### config.mk
export PLATFORM = sky130hd
export DESIGN_NAME = pcc_mul
export DESIGN_NICKNAME = d
export VERILOG_FILES = /design/src/rtl/core/pearson_correlation_assert.svh /design/src/rtl/core/pcc_pkg.sv /design/src/rtl/core/pcc_mul.sv
export SDC_FILE = /design/constraint.sdc
export NUM_CORES = 2
export LEC_CHECK = 0
export ABC_AREA = 1
export BUFFER_PORTS_ARGS = -buffer_cell sky130_fd_sc_hd__clkbuf_2
export CAP_MARGIN = 0
export CORE_MARGIN = 10
export CORE_UTILIZATION = 50
export CTS_BUF_LIST = sky130_fd_sc_hd__clkbuf_16
export CTS_CLUSTER_DIAMETER = 120
export DETAILED_ROUTE_END_ITERATION = 6
export PLACE_DENSITY_LB_ADDON = 0.08
export SLEW_MARGIN = 20
export SYNTH_ARGS = -nofsm -noshare
export SYNTH_HDL_FRONTEND = slang
export SYNTH_SLANG_ARGS = --single-unit
### constraint.sdc
create_clock -name clk -period 21.4 [get_ports clk]
set_input_delay 4.28 -clock clk [delete_from_list [all_inputs] [get_ports clk]]
set_output_delay 4.28 -clock clk [all_outputs]
set_load 0.05 [all_outputs]
### src/rtl/core/pearson_correlation_assert.svh
// Assertion macros for the Pearson correlation block.
// Included by the top level; the assertions compile away under SYNTHESIS.
`ifndef PEARSON_CORRELATION_ASSERT_SVH
`define PEARSON_CORRELATION_ASSERT_SVH

`ifndef SYNTHESIS

`define PCC_ASSERT(lbl, prop, msg) \
  lbl: assert property (@(posedge clk) disable iff (rst) prop) else $error(msg);

`define PCC_ASSERT_ALWAYS(lbl, prop, msg) \
  lbl: assert property (@(posedge clk) prop) else $error(msg);

`else

`define PCC_ASSERT(lbl, prop, msg)

`define PCC_ASSERT_ALWAYS(lbl, prop, msg)

`endif

`endif

### src/rtl/core/pcc_pkg.sv
// Shared types and constants for the Pearson correlation block.
// Used by pcc_mul and pearson_correlation; depends on nothing.
`default_nettype none

package pcc_pkg;

  localparam int OP_W   = 64;   // multiplier operand width, signed
  localparam int PROD_W = 128;  // multiplier product width, signed
  localparam int DIG_W  = 4;    // multiplier bits retired per cycle
  localparam int SRCH_W = 148;  // width of the root search terms
  localparam int Q_W    = 16;   // result width
  localparam int FRAC_SHIFT = 30;  // Q1.15 squared

  typedef struct packed {
    logic                    start;
    logic signed [OP_W-1:0]  x;
    logic signed [OP_W-1:0]  y;
  } mul_req_t;

  typedef struct packed {
    logic                    done;
    logic signed [PROD_W-1:0] product;
  } mul_rsp_t;

endpackage

`default_nettype wire

### src/rtl/core/pcc_mul.sv
// Shared sequential signed multiplier, four multiplier bits per cycle.
// Depends on pcc_pkg for the request and response structs.
`default_nettype none

module pcc_mul (
  input  wire logic              clk,
  input  wire logic              rst,
  input  wire pcc_pkg::mul_req_t req,
  output pcc_pkg::mul_rsp_t      rsp
);
  import pcc_pkg::*;

  logic                  busy;
  logic                  neg;
  logic [PROD_W-1:0]     mcand;
  logic [OP_W-1:0]       mplier;
  logic [PROD_W-1:0]     acc;
  logic [OP_W-1:0]       mag_x;
  logic [OP_W-1:0]       mag_y;

  assign mag_x = req.x[OP_W-1] ? (OP_W'(0) - req.x) : req.x;
  assign mag_y = req.y[OP_W-1] ? (OP_W'(0) - req.y) : req.y;

  // Magnitudes are multiplied; the sign is applied once when the multiplier runs out.
  always_ff @(posedge clk) begin
    if (rst) begin
      busy     <= 1'b0;
      rsp.done <= 1'b0;
    end else if (!busy) begin
      rsp.done <= 1'b0;
      if (req.start) begin
        busy   <= 1'b1;
        neg    <= req.x[OP_W-1] ^ req.y[OP_W-1];
        mcand  <= PROD_W'(mag_x);
        mplier <= mag_y;
        acc    <= '0;
      end
    end else if (mplier == '0) begin
      busy        <= 1'b0;
      rsp.done    <= 1'b1;
      rsp.product <= neg ? (PROD_W'(0) - acc) : acc;
    end else begin
      rsp.done <= 1'b0;
      acc      <= acc + mcand * PROD_W'(mplier[DIG_W-1:0]);
      mcand    <= mcand << DIG_W;
      mplier   <= mplier >> DIG_W;
    end
  end

endmodule

`default_nettype wire
==> flow_summary.ini <==
[global_routing]
track_usage = 0.322
grt_pass1_wl_um = 286000
grt_antenna_before_repair = 4
grt_max_degree = 179
overflow = 0
grt_pass1_vias = 47100

[synthesis]
synth_flop_cell = edfxtp_1
synth_edf_count = 449
yosys-top-cells-count = nand2_1, inv_1, nor2_1
synth_top_area_frac = 0.260
yosysTopAreaCell = edfxtp_1
seq_area_frac_synth = 0.261
yosysMostFrequentCell = nand2_1
ys_warn_count = 0
async_flop_share = 0
postSynthAreaPerCell_um2 = 6.50
synth_cell_types = 46
ys_ff_latch = 451
syn_area_mm2 = 0.0519
syn_inst = 7981
synth_area_leaders = edfxtp_1, nand2_1, inv_1, fa_1, nor2_1
syn_nets = 8620

[drt]
ant_nets = 0
via_per_inst = 5.21
num_vias = 50000
wl_met2_um = 80300
wl_met1_um = 86000
wl_met3_um = 18300
drc = 0
drtPass1Iterations = 6
drt_iter0_markers = 5480
post_drt_wl_per_cell_um = 20.0
drt_wl_total_um = 192000
highest_layer = met5

[clocking]
cts_hold_buf = 0
cts_setup_buffers = 0
clkSinkCount = 451
cts_max_level = 2
cts_resized = 0
clock_path_buffers = 3
clock_latency_ns = 0.69
cts_made_buffers = 55
clk_pin_slew_worst_paths_ns = 0.06
cts_tree = built
cts_root_buffer = clkbuf_16

[setup_path]
cp_max_fo = 70
end_kind = flip-flop
cpLargestDelayFamily = buffers and inverters
crit_path_start_kind = input port
path_cells = clkbuf_2 > nand2_1 > a21oi_4 > buf_4 > buf_4 > buf_4
cpPeakStageDelay_ns = 0.85
cp.arrival_ns = 7.75
crit_type = input port to flip-flop
required_ns = 21.70
crit_path_frequent_cell = buf_4
worst-path-buf-inv = 4
crit_slowest_cell = buf_4

[final_layout]
synthToLayoutAreaGrowth_pct = 8.62
utilization = 0.546
drive_gt1_frac = 0.0553
finalNonFillerCells = 9603
nets = 8816
nFillCells = 10500

[timing]
rsz0062_at_grt = false
setup_tns_ns = 0
max_slew_margin = 0.291
worstMarginPinSlew_ns = 1.06
period_needed_ns = 7.45
report.final.slew_viol_count = 0
finalHoldViolCount = 0
fmax_mhz = 134
finalSetupViolations = 0
period_share = 0.348
clock_skew_ns = 0.0363

[placed_design]
port_buffers = 259
gp_congestion = 1.04
placedCellCount = 9500
place_hpwl_um = 162000

[power]
ir_drop_mv = 0.0722
leakage_nw = 31.7
cellPowerDensity_mw_per_mm2 = 106

[die]
start_util = 0.502
rows = 118
io_pins = 260
dieHeight_um = 342
core-area_mm2 = 0.103
die_area_mm2 = 0.117
die_w_um = 342

[status]
outcome = finished clean

[flow_run]
drv_cap = 0

[worst_hold_path]
hold_class = flip-flop to flip-flop
==> cell type report <==
cell class | instances | area (µm²) | share of cell area
multi-input combinational | 5329 | 30100 | 0.535
sequential | 451 | 13500 | 0.240
inverter | 2058 | 7730 | 0.137
tap | 1380 | 1730 | 0.0306
timing repair buffer | 282 | 1480 | 0.0263
clock buffer | 55 | 1380 | 0.0244
clock inverter | 46 | 400 | 0.00710
antenna | 2 | 5.00 | 0.0000888
==> through the flow <==
step                      setup WS, ns  total power, mW  instance area, µm²  hold WS, ns
final                            13.95             5.98               56400        0.542
after global routing             13.71             6.43               56400        0.547
after CTS                        13.99             5.87               56400        0.543
after detailed placement         13.28             4.91               54600        0.525
after global placement           13.34             4.87               54600        0.522
after floorplan                  0.570             3.65               51900        0.457
==> registers in the layout (all words and copies together) (netlist names) <==
name	flops
acc	128
neg	1
rsp	129
mplier	64
busy	1
mcand	128
==> layer usage <==
metal  track usage  up-vias
li1              -    24200
met1         0.470    23200
met2         0.480     2316
met3        0.0556      312
met4         0.106        2
met5             0        -
==> report_power, final <==
part / internal [mW] / total, mW / leakage (nW) / switching [mW]
logic: 1.07 / 3.83 / 26.5 / 2.76
clock network: 0.514 / 0.941 / 0.868 / 0.427
registers: 1.10 / 1.21 / 4.25 / 0.109
==> kinds of logic after synthesis <==
| kind of cell | synth area share |
|---|---|
| and+or+nand+nor | 0.322 |
| buffers and inverters | 0.159 |
| AOI/OAI and AO/OA | 0.0542 |
| adders and majority gates | 0.177 |
| DFF | 0.261 |
| xor gates and xnor gates | 0.0273 |
| muxes | 0.000193 |
==> path summary, 6_finish.rpt <==
check	start	to	slack, ns	cells after the start
max	req[128]	acc[51]	13.95	6
min	acc[0]	rsp[0]	0.54	0
max reg2reg	mplier[1]	acc[107]	15.02	22
min reg2reg	acc[0]	rsp[0]	0.54	0
==> cells in the final DEF, fill, tap and decap left out, types with 5 or more instances in the layout <==
| cell type | n |
|---|---|
| nor4_1 | 30 |
| nor2_4 | 10 |
| nor3_1 | 76 |
| nand3_1 | 270 |
| o21ai_1 | 12 |
| inv_6 | 8 |
| nand2_1 | 2712 |
| o31ai_1 | 15 |
| nor3_2 | 5 |
| clkinvlp_4 | 6 |
| clkbuf_2 | 259 |
| nand4_1 | 117 |
| or2_2 | 9 |
| clkbuf_16 | 55 |
| clkinv_4 | 5 |
| o21a_1 | 12 |
| nand3_2 | 12 |
| o21bai_1 | 8 |
| buf_4 | 22 |
| fa_1 | 374 |
| nor2_2 | 22 |
| nand2_2 | 12 |
| clkinv_1 | 13 |
| and2_1 | 6 |
| a21oi_1 | 245 |
| nand3b_1 | 17 |
| xnor2_1 | 13 |
| xor2_1 | 149 |
| ha_1 | 134 |
| inv_2 | 5 |
| o21ai_0 | 214 |
| nor2_1 | 818 |
| a31oi_1 | 9 |
| edfxtp_1 | 449 |
| inv_1 | 2054 |
Power figures use the tool's default switching activity.
